--- src/design/sbus_pkg.sv ---
// shared types and constants of the sbus frame decoder
package sbus_pkg;

	localparam int FRAME_BYTES = 25;
	localparam int WIN_DEPTH   = FRAME_BYTES - 1;
	localparam int NUM_CH      = 16;
	localparam int CH_BITS     = 11;
	localparam int DATA_BITS   = NUM_CH * CH_BITS;
	localparam int FLAG_BITS   = 4;
	localparam int FLAG_BYTE   = WIN_DEPTH - 1;
	localparam int CNT_BITS    = $clog2(WIN_DEPTH + 1);
	localparam int CH_IDX_BITS = $clog2(NUM_CH);

	// register indexes on the configuration port
	localparam logic REG_HEADER = 1'b0;
	localparam logic REG_FOOTER = 1'b1;

	// reset values of the registers
	localparam logic [7:0] HEADER_RESET = 8'h0f;
	localparam logic [7:0] FOOTER_RESET = 8'h00;

	// one captured frame: packed channel bits and the flag nibble
	typedef struct packed {
		logic [FLAG_BITS-1:0] flags;
		logic [DATA_BITS-1:0] chans;
	} frame_t;

	// queue status seen by both sides
	typedef struct packed {
		logic full;
		logic empty;
	} fifo_stat_t;

endpackage

--- src/design/sbus_front.sv ---
// front part: byte window, frame match and frame capture
module sbus_front (
	input  logic                clk,
	input  logic                arst_n,
	input  logic                accept,
	input  logic [7:0]          rx_byte,
	input  logic [7:0]          header_byte,
	input  logic [7:0]          footer_byte,
	output logic                push,
	output sbus_pkg::frame_t    frame
);

	logic [7:0]                    win_q [0:sbus_pkg::WIN_DEPTH-1];
	logic [sbus_pkg::CNT_BITS-1:0] fill_q;
	logic                          full;
	logic                          match;

	// match needs a full window, header at the old end and footer arriving
	assign full  = (fill_q == sbus_pkg::CNT_BITS'(sbus_pkg::WIN_DEPTH));
	assign match = full && (win_q[0] == header_byte) && (rx_byte == footer_byte);
	assign push  = accept && match;

	// frame bytes 1 to 22 packed little-endian, flags from byte 23
	always_comb begin
		for (int k = 1; k <= sbus_pkg::FLAG_BYTE - 1; k++) begin
			frame.chans[8*(k-1) +: 8] = win_q[k];
		end
		frame.flags = win_q[sbus_pkg::FLAG_BYTE][sbus_pkg::FLAG_BITS-1:0];
	end

	// window shifts in at the young end
	always_ff @(posedge clk) begin
		if (accept && !match) begin
			for (int i = 0; i < sbus_pkg::WIN_DEPTH - 1; i++) begin
				win_q[i] <= win_q[i+1];
			end
			win_q[sbus_pkg::WIN_DEPTH-1] <= rx_byte;
		end
	end

	// fill count saturates when full, clears on a match
	always_ff @(posedge clk or negedge arst_n) begin
		if (!arst_n) begin
			fill_q <= '0;
		end else if (accept) begin
			if (match) begin
				fill_q <= '0;
			end else if (!full) begin
				fill_q <= fill_q + 1'b1;
			end
		end
	end

endmodule

--- src/design/sbus_fifo.sv ---
// two-entry frame queue between front and back
module sbus_fifo (
	input  logic                  clk,
	input  logic                  arst_n,
	input  logic                  push,
	input  sbus_pkg::frame_t      wr_frame,
	input  logic                  pop,
	output sbus_pkg::frame_t      rd_frame,
	output sbus_pkg::fifo_stat_t  stat
);

	sbus_pkg::frame_t mem_q [0:1];
	logic             wr_ptr_q;
	logic             rd_ptr_q;
	logic [1:0]       count_q;

	assign stat.full  = (count_q == 2'd2);
	assign stat.empty = (count_q == 2'd0);
	assign rd_frame   = mem_q[rd_ptr_q];

	// storage
	always_ff @(posedge clk) begin
		if (push) begin
			mem_q[wr_ptr_q] <= wr_frame;
		end
	end

	// pointers and occupancy
	always_ff @(posedge clk or negedge arst_n) begin
		if (!arst_n) begin
			wr_ptr_q <= 1'b0;
			rd_ptr_q <= 1'b0;
			count_q  <= 2'd0;
		end else begin
			if (push) begin
				wr_ptr_q <= ~wr_ptr_q;
			end
			if (pop) begin
				rd_ptr_q <= ~rd_ptr_q;
			end
			case ({push, pop})
				2'b10:   count_q <= count_q + 2'd1;
				2'b01:   count_q <= count_q - 2'd1;
				default: count_q <= count_q;
			endcase
		end
	end

	// no push into a full queue, no pop from an empty one
	a_no_overflow: assert property (@(posedge clk) disable iff (!arst_n)
		stat.full |-> !push) else $error("push into full frame queue");
	a_no_underflow: assert property (@(posedge clk) disable iff (!arst_n)
		stat.empty |-> !pop) else $error("pop from empty frame queue");

endmodule

--- src/design/sbus_back.sv ---
// back part: walks the 16 channels of a queued frame into the result register
module sbus_back (
	input  logic                                 clk,
	input  logic                                 arst_n,
	input  sbus_pkg::fifo_stat_t                 stat,
	input  sbus_pkg::frame_t                     rd_frame,
	output logic                                 pop,
	output logic                                 res_valid,
	input  logic                                 res_stall,
	output logic [sbus_pkg::CH_IDX_BITS-1:0]     channel_index,
	output logic [sbus_pkg::CH_BITS-1:0]         channel_value,
	output logic                                 digital_ch17,
	output logic                                 digital_ch18,
	output logic                                 frame_lost,
	output logic                                 failsafe,
	output logic                                 remote_lost,
	output logic                                 last_of_frame
);

	logic                                busy_q;
	logic [sbus_pkg::DATA_BITS-1:0]      data_q;
	logic [sbus_pkg::FLAG_BITS-1:0]      flags_q;
	logic [sbus_pkg::CH_IDX_BITS-1:0]    ch_q;
	logic                                res_valid_q;
	logic                                out_free;
	logic                                step;
	logic                                last_ch;

	assign out_free = !res_valid_q || !res_stall;
	assign step     = busy_q && out_free;
	assign pop      = !busy_q && !stat.empty;
	assign last_ch  = (ch_q == sbus_pkg::CH_IDX_BITS'(sbus_pkg::NUM_CH - 1));
	assign res_valid = res_valid_q;

	// frame walker: current channel sits in the low bits
	always_ff @(posedge clk) begin
		if (pop) begin
			data_q  <= rd_frame.chans;
			flags_q <= rd_frame.flags;
		end else if (step) begin
			data_q <= {sbus_pkg::CH_BITS'(0), data_q[sbus_pkg::DATA_BITS-1:sbus_pkg::CH_BITS]};
		end
	end

	always_ff @(posedge clk or negedge arst_n) begin
		if (!arst_n) begin
			busy_q <= 1'b0;
			ch_q   <= '0;
		end else if (pop) begin
			busy_q <= 1'b1;
			ch_q   <= '0;
		end else if (step) begin
			ch_q <= ch_q + 1'b1;
			if (last_ch) begin
				busy_q <= 1'b0;
			end
		end
	end

	// result register payload
	always_ff @(posedge clk) begin
		if (step) begin
			channel_index <= ch_q;
			channel_value <= data_q[sbus_pkg::CH_BITS-1:0];
			digital_ch17  <= flags_q[0];
			digital_ch18  <= flags_q[1];
			frame_lost    <= flags_q[2];
			failsafe      <= flags_q[3];
			remote_lost   <= flags_q[2] | flags_q[3];
			last_of_frame <= last_ch;
		end
	end

	// result register valid
	always_ff @(posedge clk or negedge arst_n) begin
		if (!arst_n) begin
			res_valid_q <= 1'b0;
		end else if (step) begin
			res_valid_q <= 1'b1;
		end else if (!res_stall) begin
			res_valid_q <= 1'b0;
		end
	end

	// last marker only on the final channel
	a_last_index: assert property (@(posedge clk) disable iff (!arst_n)
		(res_valid_q && last_of_frame) |->
		(channel_index == sbus_pkg::CH_IDX_BITS'(sbus_pkg::NUM_CH - 1)))
		else $error("last_of_frame on wrong channel");
	// a request that is not the last leaves the frame walker busy
	a_busy_mid_frame: assert property (@(posedge clk) disable iff (!arst_n)
		(res_valid_q && !last_of_frame) |-> busy_q)
		else $error("frame walker idle in mid frame");
	// no new frame is taken while one is being walked
	a_pop_idle: assert property (@(posedge clk) disable iff (!arst_n)
		pop |-> (!busy_q && !step)) else $error("frame popped while busy");

endmodule

--- src/design/sbus_frame_decoder.sv ---
// top level of the sbus frame decoder
//
// Receive side: rx_valid / rx_stall carry one serial byte (rx_byte) per request.
// The block keeps the last 24 bytes; when the window is full, its oldest byte
// equals header_byte and the new byte equals footer_byte, a frame is found and
// 16 result requests follow on res_valid / res_stall, one per channel in order,
// with last_of_frame set on channel 15. The fill count then clears.
// While rx_stall is low a byte is taken every cycle; a matched frame is copied
// into a two-entry queue, so rx_stall rises only while two frames wait there.
// The first result is registered after the footer byte is taken, via the queue
// and the walker; with res_stall low the back end gives one result per cycle,
// and the single channel walker pops the next frame only after the current one.
// With a result held and res_stall high, the result register holds and the
// walker waits; the receive side keeps taking bytes until the queue fills.
// Reset (arst_n low) empties window, queue and result register and sets
// header_byte to 0x0f and footer_byte to 0x00. Registers are written over the
// APB port: header_byte at address 0, footer_byte at address 4.
module sbus_frame_decoder (
	input  logic        clk,
	input  logic        arst_n,
	input  logic        psel,
	input  logic        penable,
	input  logic        pwrite,
	input  logic [2:0]  paddr,
	input  logic [31:0] pwdata,
	output logic [31:0] prdata,
	output logic        pready,
	input  logic        rx_valid,
	output logic        rx_stall,
	input  logic [7:0]  rx_byte,
	output logic        res_valid,
	input  logic        res_stall,
	output logic [3:0]  channel_index,
	output logic [10:0] channel_value,
	output logic        digital_ch17,
	output logic        digital_ch18,
	output logic        frame_lost,
	output logic        failsafe,
	output logic        remote_lost,
	output logic        last_of_frame
);

	logic [7:0]           header_q;
	logic [7:0]           footer_q;
	logic                 cfg_wr;
	logic                 rx_accept;
	logic                 push;
	logic                 pop;
	sbus_pkg::frame_t     wr_frame;
	sbus_pkg::frame_t     rd_frame;
	sbus_pkg::fifo_stat_t stat;

	// configuration registers
	assign pready = 1'b1;
	assign cfg_wr = psel && penable && pwrite && pready;

	always_ff @(posedge clk or negedge arst_n) begin
		if (!arst_n) begin
			header_q <= sbus_pkg::HEADER_RESET;
			footer_q <= sbus_pkg::FOOTER_RESET;
		end else if (cfg_wr) begin
			case (paddr[2])
				sbus_pkg::REG_HEADER: header_q <= pwdata[7:0];
				sbus_pkg::REG_FOOTER: footer_q <= pwdata[7:0];
				default:              header_q <= header_q;
			endcase
		end
	end

	always_comb begin
		case (paddr[2])
			sbus_pkg::REG_HEADER: prdata = {24'h0, header_q};
			sbus_pkg::REG_FOOTER: prdata = {24'h0, footer_q};
			default:              prdata = 32'h0;
		endcase
	end

	// receive handshake
	assign rx_stall  = stat.full;
	assign rx_accept = rx_valid && !rx_stall;

	sbus_front u_front (
		.clk         (clk),
		.arst_n      (arst_n),
		.accept      (rx_accept),
		.rx_byte     (rx_byte),
		.header_byte (header_q),
		.footer_byte (footer_q),
		.push        (push),
		.frame       (wr_frame)
	);

	sbus_fifo u_fifo (
		.clk      (clk),
		.arst_n   (arst_n),
		.push     (push),
		.wr_frame (wr_frame),
		.pop      (pop),
		.rd_frame (rd_frame),
		.stat     (stat)
	);

	sbus_back u_back (
		.clk           (clk),
		.arst_n        (arst_n),
		.stat          (stat),
		.rd_frame      (rd_frame),
		.pop           (pop),
		.res_valid     (res_valid),
		.res_stall     (res_stall),
		.channel_index (channel_index),
		.channel_value (channel_value),
		.digital_ch17  (digital_ch17),
		.digital_ch18  (digital_ch18),
		.frame_lost    (frame_lost),
		.failsafe      (failsafe),
		.remote_lost   (remote_lost),
		.last_of_frame (last_of_frame)
	);

endmodule
--- config.mk ---
export PLATFORM = sky130hd
export DESIGN_NAME = sbus_frame_decoder
export DESIGN_NICKNAME = d
export VERILOG_FILES = /design/src/design/sbus_pkg.sv /design/src/design/sbus_front.sv /design/src/design/sbus_fifo.sv /design/src/design/sbus_back.sv /design/src/design/sbus_frame_decoder.sv
export SDC_FILE = /design/constraint.sdc
export NUM_CORES = 1
export LEC_CHECK = 0
export ABC_CLOCK_PERIOD_IN_PS = 31300
export BUFFER_PORTS_ARGS = -buffer_cell sky130_fd_sc_hd__buf_4
export CAP_MARGIN = 10
export CORE_UTILIZATION = 40
export DETAILED_ROUTE_END_ITERATION = 16
export GPL_ROUTABILITY_DRIVEN = 0
export HOLD_SLACK_MARGIN = 0.06
export PLACE_DENSITY = 0.62
export SLEW_MARGIN = 30
export SYNTH_ARGS = -nofsm -noshare
export SYNTH_HDL_FRONTEND = slang
export SYNTH_SLANG_ARGS = --single-unit
--- constraint.sdc ---
create_clock -name clk -period 31.3 [get_ports clk]
set_clock_uncertainty 0.1 [all_clocks]
set_input_delay 6.26 -clock clk [delete_from_list [all_inputs] [get_ports clk]]
set_output_delay 6.26 -clock clk [all_outputs]
set_load 0.03 [all_outputs]
Word level (Yosys, flattened, before mapping) --
Memories as Yosys holds them, arrays and structs flattened. Index checks and enable logic that the tools add are counted.
Cells by class: add/subtract/negate cells 4, divide/modulo/power cells 0, equal/unequal tests 9, reductions and logical operators 24, shifts and indexed selects 0, bitwise operators 4, $mul 0, order comparisons 0, multiplexer cells 17
Operators with widths (number):
- $mux 176 | 2
- $pmux 32 s2 | 1
- $eq 8x8->1 | 2
- $mux 5 | 2
- $logic_and 1x1->1 | 9
- $mux 1 | 9
- $mux 4 | 2
- $reduce_and 2->1 | 4
- $logic_not 1->1 | 6
- $reduce_bool 2->1 | 3
- $add 5x1->5 const B | 1
- $eq 5x5->1 const B | 1
- $add 4x1->4 const B | 1
- $eq 2x2->1 const B | 2
- $eq 4x4->1 const B | 1
- $pmux 2 s2 | 1
- $not 1->1 | 3
- $add 2x1->2 const B | 1
- $eq 2x1->1 const B | 1
- $logic_not 2->1 | 1
- $ne 2x1->1 const B | 1
- $ne 2x2->1 const B | 1
- $sub 2x1->2 const B | 1
- $logic_or 1x1->1 | 1
- $or 1x1->1 | 1
Storage, ports and cells: memories 2, latch bits 0, register bits 232, word-level logic and storage cells 79, input port bits 50, bits in read-only memories 0, RAM bits 552
Memories:
- u_fifo.mem_q | depth 2, bits a word 180, read ports 1, clocked after memory_dff 0, wr ports 1, RTL line sbus_fifo.sv:12 | sbus_pkg::frame_t mem_q [0:1];
- u_front.win_q | depth 24, bits a word 8, read ports 24, clocked after memory_dff 0, wr ports 24, RTL line sbus_front.sv:13 | logic [7:0] win_q [0:sbus_pkg::WIN_DEPTH-1];

Logic depth before layout (Yosys ltp) --
Gate-level depths: netlist of run 1. An unclocked memory read counts as a cell.
word-level depth 8, gate-level depth with buffers 10, mapped depth without buffers 10

Cells and area by module --
Synthesis of run 1 repeated with hierarchy kept, for this count alone.
Second synthesis, totals: cells, all modules 1783, area total of the unflattened synthesis 30117.6 µm²
By module, submodules not included:
- sbus_fifo | cells an instance 576, instances 1, area an instance 13528.0 µm²
- sbus_back | cells an instance 773, instances 1, area an instance 8536.9 µm²
- sbus_front | cells an instance 363, instances 1, area an instance 7119.3 µm²
- sbus_frame_decoder | cells an instance 71, instances 1, area an instance 933.4 µm²

Worst setup path before layout of run 1 --
OpenSTA, ideal clock, no wires.
kind input -> register, start point input rx_byte[0], end point memory u_fifo.mem_q[0][0] (netlist bit), enable pin, path slack 15.419 ns, data required time 30.456 ns, library setup time 0.744 ns, stages 5, data arrival time 15.037 ns, cell sequence xor2_1 nor4_2 nand3_1 nor4_4 nor2b_1
Between the ends: longest elaborated chain between the ends 5
Ends and longest elaborated chain:
- start, declared | RTL line sbus_frame_decoder.sv:30 | input logic [7:0] rx_byte,
- $eq 8x8->1 | RTL line sbus_front.sv:20 | assign match = full && (win_q[0] == header_byte) && (rx_byte == footer_byte);
- $logic_and 1x1->1 | RTL line sbus_front.sv:20
- $logic_and 1x1->1 | RTL line sbus_front.sv:21 | assign push = accept && match;
- $mux 1 | RTL line sbus_fifo.sv:23 | if (push) begin
- $mux 1 (not written as such) | RTL line sbus_fifo.sv:24 | mem_q[wr_ptr_q] <= wr_frame;
- end, declared | RTL line sbus_fifo.sv:12
No other way between the ends.

Worst setup path in the final report of run 1 --
start point input paddr[2], end point output prdata[3]
Between the ends: longest elaborated chain between the ends 2
Ends and longest elaborated chain:
- start, declared | RTL line sbus_frame_decoder.sv:24 | input logic [2:0] paddr,
- $not 1->1 (no source line)
- $pmux 32 s2 (*) | RTL line sbus_frame_decoder.sv:71 | case (paddr[2])
- end, declared | RTL line sbus_frame_decoder.sv:26 | output logic [31:0] prdata,
Mark *: on every way between the ends. The rest lies on a longest branch, timed or not. The select of a mux whose other input is x is not followed.

==> impl_metrics.py, run 1 <==
metrics = {
    "outcome": {
        "outcome": "complete, no violations",
    },
    "critical_path": {
        "worst_r2r_endpoint": "u_fifo.mem_q[0][125]",
        "rr_worst_depth": 7,
        "start_kind": "input port",
        "arrival_ps": 6930,
        "r2r_slack_ps": 27610,
        "endpoint_kind": "output port",
        "worstPathCellList": "buf_4, mux2_2, buf_4",
        "critPathSlowestCell": "mux2_2",
        "crit_family": "multiplexers",
        "path_buf_inv": 2,
        "slowest_delay_ps": 350,
        "worst-endpoint-required_ps": 24940,
        "crit_cells": 3,
        "crit_top_cell": "buf_4",
        "reg2reg_from": "u_front.win_q[0][4]",
        "crit_fanout": 10,
        "worst-setup-path-type": "input port to output port",
    },
    "floorplanning": {
        "rows": 96,
        "core_area_mm2": 0.0692,
        "die_y_um": 267,
        "initial_utilization": 0.407,
        "die_area_mm2": 0.0715,
        "dieWidth_um": 267,
        "pin_count": 106,
    },
    "synthesis": {
        "synth_flop_cell": "edfxtp_1",
        "synth.area.top_cells": "edfxtp_1 80%, mux2i_1 6.3%, o21ai_0 2.9%",
        "avgSynthCellArea_um2": 18.7,
        "yosys.area.top_type": "edfxtp_1",
        "synth_async_sr_flop_share": 0.0395,
        "netlist_instances": 1504,
        "yosysSeqAreaShare": 0.830,
        "yosys_warnings": 0,
        "ys_seq_elements": 784,
        "synth-edff-count": 753,
        "synth_top_cell_area_share": 0.803,
        "synth_area_mm2": 0.0282,
        "synth.distinct_cells": 39,
    },
    "sta": {
        "rsz0062_at_grt": "no",
        "fin_crit_sh": 0.425,
        "fmaxAchievable_ghz": 0.0752,
        "setup_viol": 0,
        "relSlewSlack": 0.436,
        "fin_crit_ps": 13290,
        "finalMaxSlewViolations": 0,
        "final-hold-violation-count": 0,
        "tns_ps": 0,
        "worst_pin_slew_ps": 846,
        "fin_hold_ws_ps": 322,
    },
    "finish": {
        "final_core_util": 0.462,
        "syn2layout_area_growth_pct": 13.5,
        "fin_nets": 1646,
        "num_antenna_cells": 0,
        "final_common_cell": "edfxtp_1",
        "drive_gt1_frac": 0.137,
        "layout.cells.most_common_list": "753 x edfxtp_1, 176 x mux2i_1, 171 x nand2_1, 164 x o21ai_0, 79 x clkbuf_16",
    },
    "route": {
        "drc": 0,
        "routed_wl_um": 45500,
        "avgRoutedWirePerCell_um": 17.6,
        "postRouteAntennaNets": 0,
        "dr.pass1.iters": 5,
        "first_iter_violations": 917,
        "detail_route.vias_per_cell": 4.80,
        "vias": 12400,
    },
    "global_routing": {
        "grt-ovfl-total": 0,
        "grt_pass1_vias": 12900,
        "grt_antenna_before_repair": 1,
        "grtUsageTotal": 0.129,
        "grt_pass1_wl_um": 71300,
        "grt_max_degree": 139,
    },
    "clocking": {
        "cts_made_buffers": 74,
        "cts_tree": "built",
        "cts_htree_levels": 3,
        "clk_pin_slew_worst_paths_ps": 60,
        "cts_setup_buffers": 0,
        "hold_buffers": 0,
        "clock-root-buffer": "clkbuf_16",
        "cts_sinks": 784,
        "cts_resized": 0,
        "cts.path.max_buffers": 3,
        "insertion_delay_ps": 600,
    },
    "min_path": {
        "worstHoldStart": "u_back.data_q[10]",
        "hp-class": "flip-flop to flip-flop",
        "hold_depth": 0,
        "worstHoldEndpoint": "u_back.channel_value[10]",
    },
    "pwr": {
        "powerDensity_mw_per_mm2": 79.3,
        "vdd.ir_drop.worst_uv": 52.6,
        "leakagePower_nw": 10.6,
        "design_power_total_mw": 2.54,
    },
    "place": {
        "dp_hpwl_um": 23500,
        "port_buffers": 54,
    },
    "flow_run": {
        "max-cap-violations": 0,
    },
}
-- cells in the mapped netlist, drive strengths merged (2+ instances only) --
master	number
edfxtp	753
mux2i	176
nand2	171
o21ai	167
buf	69
mux2	29
dfrtp	27
nor2	19
clkbuf	16
xor2	16
xnor2	7
inv	6
a21oi	5
nor4	5
dfstp	4
ha	4
nand3	4
nor3	4
and2	3
conb	2
nand2b	2
nand4	2
nand4b	2
o31ai	2
or2	2
-- flip-flops by register name, summed over array words and instances (netlist names), 2 cells and up --
name / flops
u_fifo.count_q: 2
header_q: 8
u_back.channel_value: 11
u_front.fill_q: 5
u_back.data_q: 176
u_back.ch_q: 4
u_front.win_q: 192
u_back.channel_index: 4
u_back.flags_q: 4
footer_q: 8
u_fifo.mem_q: 360
-- layer usage --
layer,track usage,wire length (µm)
met5,0,0
met4,0.0390,894
met3,0.0286,1690
met2,0.220,22900
met1,0.165,20000
-- cell type report --
type / count / area, µm²
inverter: 6 / 30.0
fill: 5829 / 37200
clock inverter: 41 / 342
timing repair buffer: 74 / 744
tap: 931 / 1160
sequential: 784 / 23400
clock buffer: 93 / 2040
multi-input combinational: 652 / 4270
-- kinds of logic after synthesis --
logic type | share of synthesized area
flops | 0.830
xor+xnor | 0.00715
buf+inv | 0.0221
other cells | 0.000267
fa+ha+maj | 0.00178
simple gates | 0.0325
mux | 0.0741
compound gates | 0.0319
-- worst max-delay path by stage --
| stage | to | slack (ps) | startpoint |
|---|---|---|---|
| 2_1_floorplan | u_fifo.mem_q[0][0] | 15420 | rx_byte[0] |
| 3_3_place_gp | prdata[2] | 18010 | paddr[2] |
| 3_5_place_dp | prdata[5] | 18000 | paddr[2] |
| 4_1_cts | prdata[3] | 18010 | paddr[2] |
| 5_1_grt | prdata[3] | 17980 | paddr[2] |
| 6_report | prdata[3] | 18010 | paddr[2] |
-- through the flow --
step | setup WS (ps) | area (µm²) | std cells
final | 18010 | 32000 | 2581
after global routing | 17980 | 32000 | 2581
after CTS | 18010 | 31900 | 2580
after detailed placement | 18000 | 29600 | 2446
after global placement | 18010 | 29400 | 2440
after floorplan | 15420 | 28300 | 1527
-- where the power goes --
| group | total, mW | switching (mW) | internal, mW |
|---|---|---|---|
| clock network | 0.870 | 0.372 | 0.498 |
| logic | 0.276 | 0.184 | 0.0923 |
| registers | 1.39 | 0.0525 | 1.34 |
(Power assumes the default switching activity.)
==> run 2: changes to the inputs <==
--- a/config.mk
+++ b/config.mk
@@ -5,7 +5,7 @@
 export SDC_FILE = /design/constraint.sdc
 export NUM_CORES = 1
 export LEC_CHECK = 0
-export ABC_CLOCK_PERIOD_IN_PS = 31300
+export ABC_CLOCK_PERIOD_IN_PS = 13800
 export BUFFER_PORTS_ARGS = -buffer_cell sky130_fd_sc_hd__buf_4
 export CAP_MARGIN = 10
 export CORE_UTILIZATION = 40
==> constraint.sdc (replaced) <==
create_clock -name clk -period 13.8 [get_ports clk]
set_clock_uncertainty 0.1 [all_clocks]
set_input_delay 2.76 -clock clk [delete_from_list [all_inputs] [get_ports clk]]
set_output_delay 2.76 -clock clk [all_outputs]
set_load 0.03 [all_outputs]
==> impl_metrics.py, run 2 (synthesized netlist as in run 1, its figures left out) <==
metrics = {
    "place": {
        "placedCellCount": 2442,
        "pre_cts_ws_ps": 7490,
        "dpl_cell_area_mm2": 0.0294,
        "dp_hpwl_um": 22900,
        "port_buffers": 54,
    },
    "sta": {
        "relSlewSlack": 0.400,
        "finalMaxSlewViolations": 0,
        "fmaxAchievable_ghz": 0.159,
        "rsz0062_at_grt": "no",
        "fin_hold_ws_ps": 322,
        "final-hold-violation-count": 0,
        "setup_viol": 0,
        "worst_slack_ps": 7500,
        "worst_pin_slew_ps": 900,
        "fin_crit_ps": 6300,
        "tns_ps": 0,
        "fin_crit_sh": 0.457,
    },
    "route": {
        "dr.pass1.iters": 5,
        "routed_wl_um": 45000,
        "avgRoutedWirePerCell_um": 17.5,
        "detail_route.vias_per_cell": 4.85,
        "vias": 12500,
        "postRouteAntennaNets": 0,
        "first_iter_violations": 908,
        "drc": 0,
    },
    "clocking": {
        "clock-root-buffer": "clkbuf_16",
        "cts_made_buffers": 76,
        "clk_pin_slew_worst_paths_ps": 60,
        "cts.path.max_buffers": 3,
        "cts_resized": 0,
        "insertion_delay_ps": 610,
        "cts_setup_buffers": 0,
        "cts_tree": "built",
        "cts_sinks": 784,
        "hold_buffers": 0,
        "cts_htree_levels": 3,
    },
    "critical_path": {
        "crit_fanout": 10,
        "arrival_ps": 3440,
        "start_kind": "input port",
        "slowest_delay_ps": 350,
        "endpoint_kind": "output port",
        "critPathSlowestCell": "mux2_2",
        "worstPathCellList": "buf_4, mux2_2, buf_4",
        "worst-endpoint-required_ps": 10940,
        "worst-setup-path-type": "input port to output port",
        "crit_top_cell": "buf_4",
    },
    "pwr": {
        "design_power_total_mw": 5.72,
        "leakagePower_nw": 10.6,
        "powerDensity_mw_per_mm2": 180,
        "vdd.ir_drop.worst_uv": 150,
    },
    "global_routing": {
        "grt-ovfl-total": 0,
        "grt_pass1_wl_um": 71200,
        "grt_antenna_before_repair": 0,
        "grtUsageTotal": 0.128,
        "grt_max_degree": 147,
        "grt_pass1_vias": 13300,
    },
    "floorplanning": {
        "die_area_mm2": 0.0715,
        "rows": 96,
        "initial_utilization": 0.407,
        "core_area_mm2": 0.0692,
        "die_y_um": 267,
        "pin_count": 106,
        "dieWidth_um": 267,
    },
    "finish": {
        "stdcell_area_mm2": 0.0318,
        "multiInputGateArea_mm2": 0.00427,
        "fin_nets": 1643,
        "largest_reg_flops": 360,
        "seq_area_mm2": 0.0234,
        "final_common_cell": "edfxtp_1",
        "fillCellCount": 5856,
        "top_register": "u_fifo.mem_q",
        "largestRegisters": "u_fifo.mem_q x360, u_front.win_q x192, u_back.data_q x176",
        "syn2layout_area_growth_pct": 12.7,
        "final_core_util": 0.459,
        "layout.cells.most_common_list": "753 x edfxtp_1, 176 x mux2i_1, 171 x nand2_1, 164 x o21ai_0, 79 x clkbuf_16",
        "instances_no_fill": 2574,
        "drive_gt1_frac": 0.131,
    },
    "outcome": {
        "outcome": "complete, no violations",
    },
    "flow_run": {
        "max-cap-violations": 0,
    },
    "min_path": {
        "hp-class": "flip-flop to flip-flop",
    },
}
==> run 2: cell type report <==
type                            instances  share of cell area
Antenna cell                            1           0.0000788
Sequential cell                       784               0.737
Multi-Input combinational cell        652               0.134
Tap cell                              931              0.0367
Inverter                                6            0.000946
Clock inverter                         33             0.00835
Clock buffer                           98              0.0654
Timing Repair Buffer                   69              0.0174
==> run 2: layer usage <==
metal  global-route usage  up-vias  part of all wire
met4               0.0407        0             0.020
li1                     -     5857                 -
met3               0.0288       76             0.046
met2                0.220      220              0.50
met5                    0        -                 0
met1                0.162     6329              0.43
==> run 2: power by group <==
group          internal (mW)  switching, mW
Sequential              3.04          0.125
Clock                   1.12          0.832
Combinational          0.198          0.410
==> run 2: final timing paths <==
| path | from | endpoint | slack [ps] | cells past startpoint |
|---|---|---|---|---|
| max | paddr[2] | prdata[1] | 7500 | 3 |
| min | u_back.data_q[4] | u_back.channel_value[4] | 320 | 0 |
| max reg2reg | u_fifo.rd_ptr_q | u_back.data_q[83] | 9670 | 5 |
| min reg2reg | u_back.data_q[4] | u_back.channel_value[4] | 320 | 0 |
| max in group asynchronous | arst_n | u_fifo.rd_ptr_q | 11280 | 1 |
| min in group asynchronous | arst_n | footer_q[7] | 1980 | 1 |
==> run 2: critical path: cells and delay by family <==
kind / cells / cell delay (ps)
muxes: 1 / 350
buffers and inverters: 2 / 330
==> run 3: changes to the inputs <==
--- a/config.mk
+++ b/config.mk
@@ -5,14 +5,15 @@
 export SDC_FILE = /design/constraint.sdc
 export NUM_CORES = 1
 export LEC_CHECK = 0
-export ABC_CLOCK_PERIOD_IN_PS = 13800
+export ABC_AREA = 1
+export ABC_CLOCK_PERIOD_IN_PS = 5150
 export BUFFER_PORTS_ARGS = -buffer_cell sky130_fd_sc_hd__buf_4
 export CAP_MARGIN = 10
 export CORE_UTILIZATION = 40
 export DETAILED_ROUTE_END_ITERATION = 16
 export GPL_ROUTABILITY_DRIVEN = 0
 export HOLD_SLACK_MARGIN = 0.06
-export PLACE_DENSITY = 0.62
+export PLACE_DENSITY = 0.64
 export SLEW_MARGIN = 30
 export SYNTH_ARGS = -nofsm -noshare
 export SYNTH_HDL_FRONTEND = slang
==> constraint.sdc (replaced) <==
create_clock -name clk -period 5.15 [get_ports clk]
set_clock_uncertainty 0.1 [all_clocks]
set_input_delay 1.03 -clock clk [delete_from_list [all_inputs] [get_ports clk]]
set_output_delay 1.03 -clock clk [all_outputs]
set_load 0.03 [all_outputs]
==> impl_metrics.py, run 3 <==
metrics = {
    "outcome": {
        "outcome": "complete, no violations",
    },
    "sta": {
        "fin_crit_sh": 0.640,
        "relSlewSlack": 0.392,
        "tns_ps": 0,
        "worst_pin_slew_ps": 912,
        "setup_viol": 0,
        "fin_crit_ps": 3300,
        "finalMaxSlewViolations": 0,
        "rsz0062_at_grt": "no",
        "fmaxAchievable_ghz": 0.303,
        "final-hold-violation-count": 0,
        "worst_slack_ps": 1850,
    },
    "finish": {
        "top_register": "u_fifo.mem_q",
        "largestRegisters": "u_fifo.mem_q x360, u_front.win_q x192, u_back.data_q x176",
        "instances_no_fill": 2903,
        "drive_gt1_frac": 0.0979,
        "largest_reg_flops": 360,
        "stdcell_area_mm2": 0.0320,
        "syn2layout_area_growth_pct": 13.7,
        "final_common_cell": "edfxtp_1",
        "layout.cells.most_common_list": "753 x edfxtp_1, 468 x nand2_1, 183 x nor2_1, 165 x a31oi_1, 79 x clkbuf_16",
        "num_antenna_cells": 0,
        "fin_nets": 1971,
        "fillCellCount": 5862,
    },
    "critical_path": {
        "start_kind": "input port",
        "arrival_ps": 3420,
        "crit_fanout": 127,
        "worst-setup-path-type": "input port to flip-flop",
        "worstPathCellList": "buf_4, nand2_1, nand2_1, inv_1, buf_4, nor2_1, clkinvlp_4, buf_12, buf_4",
        "critPathSlowestCell": "buf_4",
        "slowest_delay_ps": 710,
        "endpoint_kind": "flip-flop",
        "worst-endpoint-required_ps": 5270,
        "crit_top_cell": "buf_4",
    },
    "route": {
        "postRouteAntennaNets": 0,
        "first_iter_violations": 1036,
        "dr.pass1.iters": 5,
        "detail_route.vias_per_cell": 4.91,
        "routed_wl_um": 49300,
        "vias": 14300,
        "avgRoutedWirePerCell_um": 17.0,
        "drc": 0,
    },
    "floorplanning": {
        "core_area_mm2": 0.0691,
        "initial_utilization": 0.407,
        "die_area_mm2": 0.0714,
        "pin_count": 106,
        "rows": 96,
        "die_y_um": 267,
        "dieWidth_um": 267,
    },
    "clocking": {
        "cts_setup_buffers": 0,
        "cts_resized": 0,
        "cts_htree_levels": 3,
        "hold_buffers": 0,
        "cts_sinks": 784,
        "cts_made_buffers": 76,
        "cts.path.max_buffers": 3,
        "insertion_delay_ps": 600,
        "clk_pin_slew_worst_paths_ps": 60,
        "clock-root-buffer": "clkbuf_16",
        "cts_tree": "built",
    },
    "synthesis": {
        "synth_top_cell_area_share": 0.804,
        "synth_commonest_cells": "753 x edfxtp_1, 468 x nand2_1, 185 x nor2_1, 165 x a31oi_1, 58 x inv_1",
        "synth-edff-count": 753,
        "synth.distinct_cells": 29,
        "yosysMostFrequentCell": "edfxtp_1",
        "synth_area_mm2": 0.0281,
        "ys_seq_elements": 784,
        "synth_async_sr_flop_share": 0.0395,
        "yosys_warnings": 0,
        "avgSynthCellArea_um2": 15.2,
        "synth.area.top_cells": "edfxtp_1 80%, nand2_1 6.2%, a31oi_1 3.7%",
        "netlist_instances": 1847,
        "yosys.area.top_type": "edfxtp_1",
        "synth_flop_cell": "edfxtp_1",
        "yosysSeqAreaShare": 0.831,
    },
    "global_routing": {
        "grtUsageTotal": 0.141,
        "grt-ovfl-total": 0,
        "grt_pass1_wl_um": 78600,
        "grt_pass1_vias": 14400,
        "grt_max_degree": 146,
        "grt_antenna_before_repair": 0,
    },
    "pwr": {
        "powerDensity_mw_per_mm2": 587,
        "leakagePower_nw": 11.2,
        "design_power_total_mw": 18.8,
        "vdd.ir_drop.worst_uv": 374,
    },
    "place": {
        "dp_hpwl_um": 24800,
        "pre_cts_ws_ps": 1180,
        "placedCellCount": 2769,
        "dpl_cell_area_mm2": 0.0296,
        "port_buffers": 54,
    },
    "flow_run": {
        "max-cap-violations": 0,
    },
    "min_path": {
        "hp-class": "input port to async pin",
    },
}
## run 3: cell types whose count changed in the layout (fill, tap and decap cells not counted), moves of 4 or more
cell / delta
mux2i_1: -176
inv_1: +51
a31oi_1: +164
nor2_1: +165
nand4_1: +4
xor2_1: -12
buf_6: -4
buf_12: +8
nand3_1: +11
nand2_1: +297
o21ai_0: -136
mux2_2: -29
## run 3: final timing paths
check,start,to,slack [ps],cells past startpoint
min,arst_n,footer_q[0],270,1
min in group clk,u_back.data_q[7],u_back.channel_value[7],320,0
min reg2reg,u_back.data_q[7],u_back.channel_value[7],320,0
max reg2reg,u_back.res_valid,u_back.data_q[130],2020,8
max in group asynchronous,arst_n,header_q[1],4340,1
max,res_stall,u_back.data_q[130],1850,9
## run 3: cell families after synthesis
| logic type | synth area share |
|---|---|
| flip-flops | 0.831 |
| AND/OR/NAND/NOR | 0.0929 |
| AO/OA/AOI/OAI | 0.0430 |
| buffers and inverters | 0.0273 |
| XOR/XNOR | 0.00342 |
| adder cells (fa/ha/maj) | 0.00178 |
| other | 0.000267 |
## run 3: where the power goes
part / internal [mW] / leakage [nW] / switching (mW)
registers: 9.16 / 7.45 / 0.668
logic: 1.04 / 2.56 / 2.57
clock network: 3.14 / 1.17 / 2.20
## run 3: metrics by stage
| stage | hold slack (ps) | utilization |
|---|---|---|
| after floorplan | 300 | - |
| after global placement | 307 | 0.428 |
| after detailed placement | 307 | 0.428 |
| after CTS | 255 | 0.463 |
| after global routing | 280 | 0.463 |
| final | 265 | 0.463 |
## run 3: final cells by class
type                            count  area [µm²]  share of cell area
Clock inverter                     33         314             0.00982
Timing Repair Buffer               74         696              0.0218
Sequential cell                   784       23400               0.732
Multi-Input combinational cell    921        4090               0.128
Tap cell                          931        1160              0.0364
Inverter                           60         240             0.00751
Clock buffer                      100        2090              0.0652
## run 3: worst max-delay path, delay by kind of cell
family        cells  cell delay (ps)
simple gates      3              370
buf+inv           6             1880
## run 3: routing by layer
metal / global-route usage / share of wire / wire, µm
met5: 0 / 0 / 0
met1: 0.180 / 0.43 / 21100
met4: 0.0407 / 0.019 / 930
met3: 0.0331 / 0.053 / 2610
met2: 0.238 / 0.50 / 24700
